File: config.mk
export PLATFORM = sky130hd
export DESIGN_NAME = piecewise_linear_segmenter
export DESIGN_NICKNAME = d
export VERILOG_FILES = /design/src/design/pls_pkg.sv /design/src/design/piecewise_linear_segmenter.sv /design/src/design/pls_div.sv
export SDC_FILE = /design/constraint.sdc
export NUM_CORES = 2
export LEC_CHECK = 0
export ABC_AREA = 1
export BUFFER_PORTS_ARGS = -buffer_cell sky130_fd_sc_hd__buf_2
export CELL_PAD_IN_SITES_DETAIL_PLACEMENT = 1
export CELL_PAD_IN_SITES_GLOBAL_PLACEMENT = 1
export CORE_AREA = 2 2 287 289
export DETAILED_ROUTE_END_ITERATION = 8
export DIE_AREA = 0 0 289 291
export PLACE_DENSITY = 0.9
export SKIP_CTS_REPAIR_TIMING = 1
export SKIP_LAST_GASP = 1
export SLEW_MARGIN = 30
export SYNTH_ARGS = -nofsm -noshare
export SYNTH_HDL_FRONTEND = slang
export SYNTH_SLANG_ARGS = --single-unit
File: constraint.sdc
create_clock -name i_clk -period 12.3 [get_ports i_clk]
set_clock_uncertainty 0.2 [all_clocks]
set_input_delay 1.23 -clock i_clk [delete_from_list [all_inputs] [get_ports i_clk]]
set_output_delay 1.23 -clock i_clk [all_outputs]
set_load 0.005 [all_outputs]
File: src/design/pls_pkg.sv
// ----------------------------------------------------------------------------
// pls_pkg
// Shared widths and saturation limits for the piecewise linear segmenter.
// ----------------------------------------------------------------------------
`default_nettype none

package pls_pkg;

    // sample and slope width, signed fixed point
    localparam int VAL_W      = 25;
    // difference of two samples
    localparam int RISE_W     = VAL_W + 1;
    // intercept width, signed fixed point
    localparam int ICPT_W     = 34;
    // tolerance register width, unsigned fixed point
    localparam int TOL_W      = 24;
    // input stream data width, sample padded to whole bytes
    localparam int IN_TDATA_W = ((VAL_W + 7) / 8) * 8;

    localparam logic signed [VAL_W-1:0] SLOPE_MAX = {1'b0, {(VAL_W-1){1'b1}}};
    localparam logic signed [VAL_W-1:0] SLOPE_MIN = {1'b1, {(VAL_W-1){1'b0}}};
    localparam logic signed [ICPT_W-1:0] ICPT_MAX = {1'b0, {(ICPT_W-1){1'b1}}};
    localparam logic signed [ICPT_W-1:0] ICPT_MIN = {1'b1, {(ICPT_W-1){1'b0}}};

endpackage

`default_nettype wire

File: src/design/piecewise_linear_segmenter.sv
// ----------------------------------------------------------------------------
// piecewise_linear_segmenter
// Splits a stream of sampled values into linear pieces; a piece closes when a
// sample leaves the trend line by more than the tolerance or turns against it.
// ----------------------------------------------------------------------------
// a sample on an active trend goes through the multiplier, deviation and
//   compare; setting up the trend line first runs the shared bit-serial
//   divider and multiplier, each closed segment runs them again, a break on
//   the final sample adds a flat piece, and emit waits out any result stall
// throughput: one item at a time, rate set by the divider and one multiplier
// reset: synchronous active low; clears the tolerance and all segment state
`default_nettype none

module piecewise_linear_segmenter
    import pls_pkg::*;
#(
    parameter int MAX_POINTS = 1024
) (
    input  wire logic                    i_clk,
    input  wire logic                    i_rst_n,
    // configuration write: break_tolerance
    input  wire logic                    i_cfg_valid,
    output logic                         o_cfg_ready,
    input  wire logic [TOL_W-1:0]        i_cfg_data,
    // input item stream
    input  wire logic                    s_axis_tvalid,
    output logic                         s_axis_tready,
    // [24:0] sample_value
    input  wire logic [IN_TDATA_W-1:0]   s_axis_tdata,
    // last_sample
    input  wire logic                    s_axis_tlast,
    // result item stream
    output logic                         m_axis_tvalid,
    input  wire logic                    m_axis_tready,
    // piece_low_index, piece_high_index, piece_slope, piece_intercept
    output logic [((2*$clog2(MAX_POINTS)+VAL_W+ICPT_W+7)/8)*8-1:0] m_axis_tdata,
    // last_piece
    output logic                         m_axis_tlast
);

    localparam int IDX_W       = $clog2(MAX_POINTS);
    localparam int O_DATA_W    = 2 * IDX_W + VAL_W + ICPT_W;
    localparam int O_TDATA_W   = ((O_DATA_W + 7) / 8) * 8;
    localparam int PW          = VAL_W + IDX_W + 1;
    localparam int XW          = ((PW > ICPT_W) ? PW : ICPT_W) + 2;
    localparam logic [IDX_W-1:0] LAST_IDX = IDX_W'(MAX_POINTS - 1);

    typedef enum logic [13:0] {
        S_IDLE   = 14'b00000000000001,
        S_TSTART = 14'b00000000000010,
        S_TDIV   = 14'b00000000000100,
        S_TMUL   = 14'b00000000001000,
        S_TICP   = 14'b00000000010000,
        S_DMUL   = 14'b00000000100000,
        S_DEV    = 14'b00000001000000,
        S_CMP    = 14'b00000010000000,
        S_SSTART = 14'b00000100000000,
        S_SDIV   = 14'b00001000000000,
        S_SMUL   = 14'b00010000000000,
        S_SICP   = 14'b00100000000000,
        S_EMIT   = 14'b01000000000000,
        S_FLAT   = 14'b10000000000000
    } t_state;

    t_state r_state;

    logic [TOL_W-1:0]         r_tol;
    // segment state
    logic [IDX_W-1:0]         r_point_idx;
    logic [IDX_W-1:0]         r_start_idx;
    logic signed [VAL_W-1:0]  r_start_val;
    logic signed [VAL_W-1:0]  r_prev_val;
    logic                     r_trend_act;
    logic signed [VAL_W-1:0]  r_trend_slope;
    logic signed [ICPT_W-1:0] r_trend_icpt;
    // current item
    logic signed [VAL_W-1:0]  r_v;
    logic                     r_fin;
    logic                     r_brk;
    logic [IDX_W-1:0]         r_end_idx;
    logic signed [VAL_W-1:0]  r_end_val;
    // shared multiplier
    logic signed [VAL_W-1:0]  r_mul_a;
    logic [IDX_W-1:0]         r_mul_b;
    logic signed [PW-1:0]     r_prod;
    logic signed [XW-1:0]     r_dev;
    logic signed [ICPT_W-1:0] r_seg_icpt;
    // output register
    logic                     r_out_valid;
    logic [IDX_W-1:0]         r_out_low;
    logic [IDX_W-1:0]         r_out_high;
    logic signed [VAL_W-1:0]  r_out_slope;
    logic signed [ICPT_W-1:0] r_out_icpt;
    logic                     r_out_last;

    logic                     w_accept;
    logic signed [VAL_W-1:0]  w_in_val;
    logic                     w_in_fin;
    logic                     w_out_free;
    logic                     w_emit;
    logic                     w_div_start;
    logic signed [RISE_W-1:0] w_div_rise;
    logic [IDX_W-1:0]         w_div_run;
    logic                     w_div_done;
    logic signed [VAL_W-1:0]  w_div_quot;
    logic signed [VAL_W-1:0]  w_icpt_a;
    logic signed [XW-1:0]     w_icpt_sum;
    logic signed [ICPT_W-1:0] w_icpt_sat;
    logic signed [XW-1:0]     w_dev;
    logic [XW-1:0]            w_dev_abs;
    logic signed [RISE_W-1:0] w_step;
    logic                     w_brk;

    assign o_cfg_ready   = 1'b1;
    assign s_axis_tready = (r_state == S_IDLE);
    assign w_accept      = s_axis_tvalid && s_axis_tready;
    assign w_in_val      = $signed(s_axis_tdata[VAL_W-1:0]);
    assign w_in_fin      = s_axis_tlast || (r_point_idx == LAST_IDX);
    assign w_out_free    = !r_out_valid || m_axis_tready;
    assign w_emit        = ((r_state == S_EMIT) || (r_state == S_FLAT)) && w_out_free;

    assign w_div_start = (r_state == S_TSTART) || (r_state == S_SSTART);
    assign w_div_rise  = RISE_W'(r_end_val) - RISE_W'(r_start_val);
    assign w_div_run   = r_end_idx - r_start_idx;

    pls_div #(
        .IDX_W (IDX_W)
    ) u_div (
        .i_clk      (i_clk),
        .i_rst_n    (i_rst_n),
        .i_start    (w_div_start),
        .i_dividend (w_div_rise),
        .i_divisor  (w_div_run),
        .o_done     (w_div_done),
        .o_quot     (w_div_quot)
    );

    // intercept = value - slope * index, saturated to the intercept range
    always_comb begin
        w_icpt_a   = (r_state == S_SICP) ? r_start_val : r_v;
        w_icpt_sum = XW'(w_icpt_a) - XW'(r_prod);
        if ((&w_icpt_sum[XW-1:ICPT_W-1]) || !(|w_icpt_sum[XW-1:ICPT_W-1])) begin
            w_icpt_sat = w_icpt_sum[ICPT_W-1:0];
        end else begin
            w_icpt_sat = w_icpt_sum[XW-1] ? ICPT_MIN : ICPT_MAX;
        end
    end

    always_comb begin
        w_dev     = XW'(r_prod) + XW'(r_trend_icpt) - XW'(r_v);
        w_dev_abs = r_dev[XW-1] ? XW'(-r_dev) : XW'(r_dev);
        w_step    = RISE_W'(r_v) - RISE_W'(r_prev_val);
        w_brk     = (w_dev_abs > XW'(r_tol))
                 || (w_step[RISE_W-1] && !r_trend_slope[VAL_W-1] && (|r_trend_slope))
                 || (!w_step[RISE_W-1] && (|w_step) && r_trend_slope[VAL_W-1]);
    end

    // one multiplier, registered, shared by the deviation and by trend and segment intercepts
    always_ff @(posedge i_clk) begin
        r_prod <= PW'(r_mul_a) * PW'($signed({1'b0, r_mul_b}));
    end

    always_ff @(posedge i_clk) begin
        if (!i_rst_n) begin
            r_tol <= '0;
        end else if (i_cfg_valid) begin
            r_tol <= i_cfg_data;
        end
    end

    always_ff @(posedge i_clk) begin
        if (!i_rst_n) begin
            r_state       <= S_IDLE;
            r_point_idx   <= '0;
            r_start_idx   <= '0;
            r_start_val   <= '0;
            r_prev_val    <= '0;
            r_trend_act   <= 1'b0;
            r_trend_slope <= '0;
            r_trend_icpt  <= '0;
            r_out_valid   <= 1'b0;
        end else begin
            if (w_emit) begin
                r_out_valid <= 1'b1;
            end else if (m_axis_tready) begin
                r_out_valid <= 1'b0;
            end
            case (r_state)
                S_IDLE: begin
                    if (w_accept) begin
                        r_v       <= w_in_val;
                        r_fin     <= w_in_fin;
                        r_brk     <= 1'b0;
                        r_end_val <= w_in_val;
                        r_end_idx <= r_point_idx;
                        r_mul_a   <= r_trend_slope;
                        r_mul_b   <= r_point_idx;
                        if (r_point_idx == '0) begin
                            r_start_idx <= '0;
                            r_start_val <= w_in_val;
                            r_prev_val  <= w_in_val;
                            r_trend_act <= 1'b0;
                            if (w_in_fin) begin
                                r_state <= S_FLAT;
                            end else begin
                                r_point_idx <= IDX_W'(1);
                            end
                        end else if (!r_trend_act) begin
                            r_state <= S_TSTART;
                        end else begin
                            r_state <= S_DMUL;
                        end
                    end
                end
                S_TSTART: begin
                    r_state <= S_TDIV;
                end
                S_TDIV: begin
                    if (w_div_done) begin
                        r_mul_a <= w_div_quot;
                        r_mul_b <= r_point_idx;
                        r_state <= S_TMUL;
                    end
                end
                S_TMUL: begin
                    r_state <= S_TICP;
                end
                S_TICP: begin
                    // product of the new slope and index is still in r_prod
                    r_trend_slope <= r_mul_a;
                    r_trend_icpt  <= w_icpt_sat;
                    r_trend_act   <= 1'b1;
                    r_state       <= S_DEV;
                end
                S_DMUL: begin
                    r_state <= S_DEV;
                end
                S_DEV: begin
                    r_dev   <= w_dev;
                    r_state <= S_CMP;
                end
                S_CMP: begin
                    if (w_brk) begin
                        r_brk     <= 1'b1;
                        r_end_val <= r_prev_val;
                        r_end_idx <= r_point_idx - 1'b1;
                        r_state   <= S_SSTART;
                    end else if (r_fin) begin
                        r_state <= S_SSTART;
                    end else begin
                        r_prev_val  <= r_v;
                        r_point_idx <= r_point_idx + 1'b1;
                        r_state     <= S_IDLE;
                    end
                end
                S_SSTART: begin
                    r_state <= S_SDIV;
                end
                S_SDIV: begin
                    if (w_div_done) begin
                        r_mul_a <= w_div_quot;
                        r_mul_b <= r_start_idx;
                        r_state <= S_SMUL;
                    end
                end
                S_SMUL: begin
                    r_state <= S_SICP;
                end
                S_SICP: begin
                    r_seg_icpt <= w_icpt_sat;
                    r_state    <= S_EMIT;
                end
                S_EMIT: begin
                    if (w_out_free) begin
                        r_out_low   <= r_start_idx;
                        r_out_high  <= r_end_idx;
                        r_out_slope <= r_mul_a;
                        r_out_icpt  <= r_seg_icpt;
                        r_out_last  <= r_fin && !r_brk;
                        if (r_brk) begin
                            r_start_idx <= r_point_idx;
                            r_start_val <= r_v;
                            r_trend_act <= 1'b0;
                            if (r_fin) begin
                                r_state <= S_FLAT;
                            end else begin
                                r_prev_val  <= r_v;
                                r_point_idx <= r_point_idx + 1'b1;
                                r_state     <= S_IDLE;
                            end
                        end else begin
                            r_point_idx   <= '0;
                            r_start_idx   <= '0;
                            r_start_val   <= '0;
                            r_prev_val    <= '0;
                            r_trend_act   <= 1'b0;
                            r_trend_slope <= '0;
                            r_trend_icpt  <= '0;
                            r_state       <= S_IDLE;
                        end
                    end
                end
                S_FLAT: begin
                    // single-point piece closing the domain
                    if (w_out_free) begin
                        r_out_low     <= r_point_idx;
                        r_out_high    <= r_point_idx;
                        r_out_slope   <= '0;
                        r_out_icpt    <= ICPT_W'(r_v);
                        r_out_last    <= 1'b1;
                        r_point_idx   <= '0;
                        r_start_idx   <= '0;
                        r_start_val   <= '0;
                        r_prev_val    <= '0;
                        r_trend_act   <= 1'b0;
                        r_trend_slope <= '0;
                        r_trend_icpt  <= '0;
                        r_state       <= S_IDLE;
                    end
                end
                default: begin
                    r_state <= S_IDLE;
                end
            endcase
        end
    end

    assign m_axis_tvalid = r_out_valid;
    assign m_axis_tlast  = r_out_last;
    assign m_axis_tdata  = {{(O_TDATA_W-O_DATA_W){1'b0}},
                            r_out_icpt, r_out_slope, r_out_high, r_out_low};

endmodule

`default_nettype wire

File: src/design/pls_div.sv
// ----------------------------------------------------------------------------
// pls_div
// Shared restoring divider: signed rise over unsigned run, one quotient bit
// per cycle, truncated toward zero and saturated to the slope range.
// ----------------------------------------------------------------------------
`default_nettype none

module pls_div
    import pls_pkg::*;
#(
    parameter int IDX_W = 10
) (
    input  wire logic                     i_clk,
    input  wire logic                     i_rst_n,
    input  wire logic                     i_start,
    input  wire logic signed [RISE_W-1:0] i_dividend,
    input  wire logic [IDX_W-1:0]         i_divisor,
    output logic                          o_done,
    output logic signed [VAL_W-1:0]       o_quot
);

    localparam int CNT_W = $clog2(RISE_W);
    localparam logic [CNT_W-1:0] LAST_STEP = CNT_W'(RISE_W - 1);

    logic                r_busy;
    logic                r_done;
    logic [CNT_W-1:0]    r_cnt;
    logic [IDX_W-1:0]    r_rem;
    logic [RISE_W-1:0]   r_q;
    logic [IDX_W-1:0]    r_dvs;
    logic                r_neg;
    logic                r_zero;

    logic [RISE_W-1:0]   w_mag;
    logic [IDX_W:0]      w_rem_sh;
    logic [IDX_W+1:0]    w_diff;
    logic                w_ge;
    logic                w_pos_ovf;
    logic                w_neg_ovf;
    logic [VAL_W-1:0]    w_qlo;

    always_comb begin
        w_mag     = i_dividend[RISE_W-1] ? RISE_W'(-i_dividend) : RISE_W'(i_dividend);
        w_rem_sh  = {r_rem, r_q[RISE_W-1]};
        w_diff    = {1'b0, w_rem_sh} - {2'b00, r_dvs};
        w_ge      = !w_diff[IDX_W+1];
        w_qlo     = r_q[VAL_W-1:0];
        w_pos_ovf = r_q[RISE_W-1] | r_q[VAL_W-1];
        w_neg_ovf = r_q[RISE_W-1] | (r_q[VAL_W-1] & (|r_q[VAL_W-2:0]));
    end

    always_ff @(posedge i_clk) begin
        if (!i_rst_n) begin
            r_busy <= 1'b0;
            r_done <= 1'b0;
            r_cnt  <= '0;
        end else begin
            r_done <= 1'b0;
            if (i_start) begin
                r_busy <= 1'b1;
                r_cnt  <= '0;
            end else if (r_busy) begin
                r_cnt <= r_cnt + 1'b1;
                if (r_cnt == LAST_STEP) begin
                    r_busy <= 1'b0;
                    r_done <= 1'b1;
                end
            end
        end
    end

    // the dividend magnitude shifts out of r_q as quotient bits shift in
    always_ff @(posedge i_clk) begin
        if (i_start) begin
            r_q    <= w_mag;
            r_rem  <= '0;
            r_dvs  <= i_divisor;
            r_neg  <= i_dividend[RISE_W-1];
            r_zero <= (i_divisor == '0);
        end else if (r_busy) begin
            r_q <= {r_q[RISE_W-2:0], w_ge};
            if (w_ge) begin
                r_rem <= w_diff[IDX_W-1:0];
            end else begin
                r_rem <= w_rem_sh[IDX_W-1:0];
            end
        end
    end

    always_comb begin
        if (r_zero) begin
            o_quot = '0;
        end else if (r_neg) begin
            o_quot = w_neg_ovf ? SLOPE_MIN : $signed(-w_qlo);
        end else begin
            o_quot = w_pos_ovf ? SLOPE_MAX : $signed(w_qlo);
        end
    end

    assign o_done = r_done;

endmodule

`default_nettype wire

==> run metrics <==
status=finished clean; Worst Path Required=12.59 ns; Ys Warns=0; total grt overflow=0; root buf cell=clkbuf_16; Placer Congestion=0.937; clock buffer depth=3; FFs w/ async S/R, synth=0; count leader, synth=nand2_1; total clock sinks=509; Die Ht=291 µm; FP Rows=105; minimum clock period=6.41 ns; critical path arrival=6.70 ns; Avg Cell Area, Syn=7.65 µm²; flop and latch count out of synthesis=509; I/O pin count=146; Critical Path Most Common Cell=fa_1; Area contributors post-synth=edfxtp_1, fa_1, nand2_1; drt first pass iters=6; mapped cell area=0.0417 mm²; Util after Layout=0.559; Post-Place Cell Area=0.0433 mm²; ant diodes=0; worst slew pin tran=0.980 ns; via count=38400; CP Max Fanout=16; syn_nets=6027; worst hold path class=register to register; Final Hold Fails=0; Most used DFF post-synth=edfxtp_1; vias in the first global route=40900; crit-path cells=buf_6, nand2_1, fa_1, fa_1, inv_1, fa_1, fa_1, inv_1, fa_1, inv_1, ha_1, nand2_1, inv_1, nand2_1, nand2_1, a21boi_1, o21ai_0, a21boi_1, o21ai_0, a21oi_1, xnor2_1; number of flops mapped to enable cells by yosys=287; period utilization=0.521; GR Util All Layers=0.346; initial core utilization=0.514; CTS buffer count=56; synthesis-to-finish area growth=8.83%; setup_tns=0 ns; Routed WL per cell=22.1 µm; Pins Over Slew Limit=0; area leader, netlist=edfxtp_1; largest net degree at the start of global routing=66; Yosys cell types=68; Final ANT Viol Nets=0; final instance area=0.0454 mm²; initial antenna violation count=5; MaxCap Viol Count=0; worst skew pair latency=0.68 ns; Crit. End Element=register; total die area=0.0841 mm²; first-pass GRT wire length=227000 µm; final setup violation count=0; Via density=5.81; Fmax=156 MHz; H-tree lvl count=2; drt total wl=146000 µm; IO Port Bufs=136; Synth top area share=0.207; Seq/Total Area, Yosys=0.313; clk slew on worst S/H paths=0.07 ns; NumNets Final=6070; hpwl dp=112000 µm; Mapped Cells=5454; ratio of cells with drive above 1 in the final layout=0.0613; Max stage delay cell, worst path=edfxtp_1; most frequent cells after synthesis=nand2_1, inv_1, nor2_1; slowest stage delay, CP=0.83 ns; Die W=289 µm; Worst setup SP type=register; RSZ-0062 raised after global routing=no; kind of critical path=register to register; Residual DRC=0; Core Box Area=0.0812 mm²; Slew headroom=0.341; CTS tree=done; initial drt markers=3081
==> cells in the final DEF (no fill, tap or decap), drive strengths merged, types with 194 or more instances in the layout <==
master  count
inv      1061
a21oi     337
nand2    1315
edfxtp    287
ha        253
fa        258
o21ai     310
nor2      408
nand3     194
dfxtp     222
==> worst max-delay path, delay by kind of cell, from the launching register on <==
| family | cells | cell delay, ns |
|---|---|---|
| xor+xnor | 1 | 0.15 |
| compound gates | 5 | 1.15 |
| simple gates | 4 | 0.33 |
| flops | 1 | 0.83 |
| fa+ha+maj | 6 | 3.06 |
| buf+inv | 5 | 0.50 |
==> area by class of cell <==
type,count,area [µm²]
inverters,1062,3990
flip-flops and latches,509,13100
well taps,1070,1340
clock buffers,71,1530
repair buffers,173,1030
fillers,10200,35800
multi-input cells,3695,24000
clock inverters,35,470
==> final timing paths <==
check	from	to	slack, ns	cells after the start
worst max-delay path	r_mul_b[3]	r_prod[27]	5.89	21
worst min-delay path	r_trend_act	r_state[5]	0.27	2
worst max register to register	r_mul_b[3]	r_prod[27]	5.89	21
worst min register to register	r_trend_act	r_state[5]	0.27	2
==> metrics by stage <==
| step | setup WS (ns) | std cells | hold WS, ns |
|---|---|---|---|
| 3_3_place_gp | 6.10 | 6499 | 0.242 |
| 6_report | 5.89 | 6615 | 0.266 |
| 4_1_cts | 5.80 | 6606 | 0.261 |
| 3_5_place_dp | 5.94 | 6500 | 0.251 |
| 5_1_grt | 5.56 | 6615 | 0.286 |
| 2_1_floorplan | 4.27 | 5454 | 0.222 |
==> state kept, by name, summed over array words and instances (netlist names), 26 cells and up <==
name / cells
r_dev: 38
u_div.r_q: 26
r_trend_icpt: 34
r_out_icpt: 34
r_prod: 36
r_seg_icpt: 34
==> logic make-up (layout without fill, tap and decap cells) <==
group           after synthesis  count (layout)  share of synthesized area
simple gates               2110            2110                      0.210
buf+inv                    1250            1341                      0.114
compound gates              867             867                      0.119
fa+ha+maj                   511             511                      0.200
flops                       509             509                      0.313
xor+xnor                    204             204                     0.0428
other cells                   2               2                   0.000180
mux                           1               1                   0.000240
==> routing by layer <==
| layer | wire length [µm] | vias up | GRT usage |
|---|---|---|---|
| li1 | - | 17500 | - |
| met1 | 58900 | 19000 | 0.438 |
| met2 | 70600 | 1538 | 0.588 |
| met3 | 9000 | 432 | 0.0405 |
| met4 | 7730 | 4 | 0.160 |
| met5 | 21 | - | 0 |
Power is not shown: default switching activity piles up to over one toggle a cycle in this logic, so the estimate is an artifact.
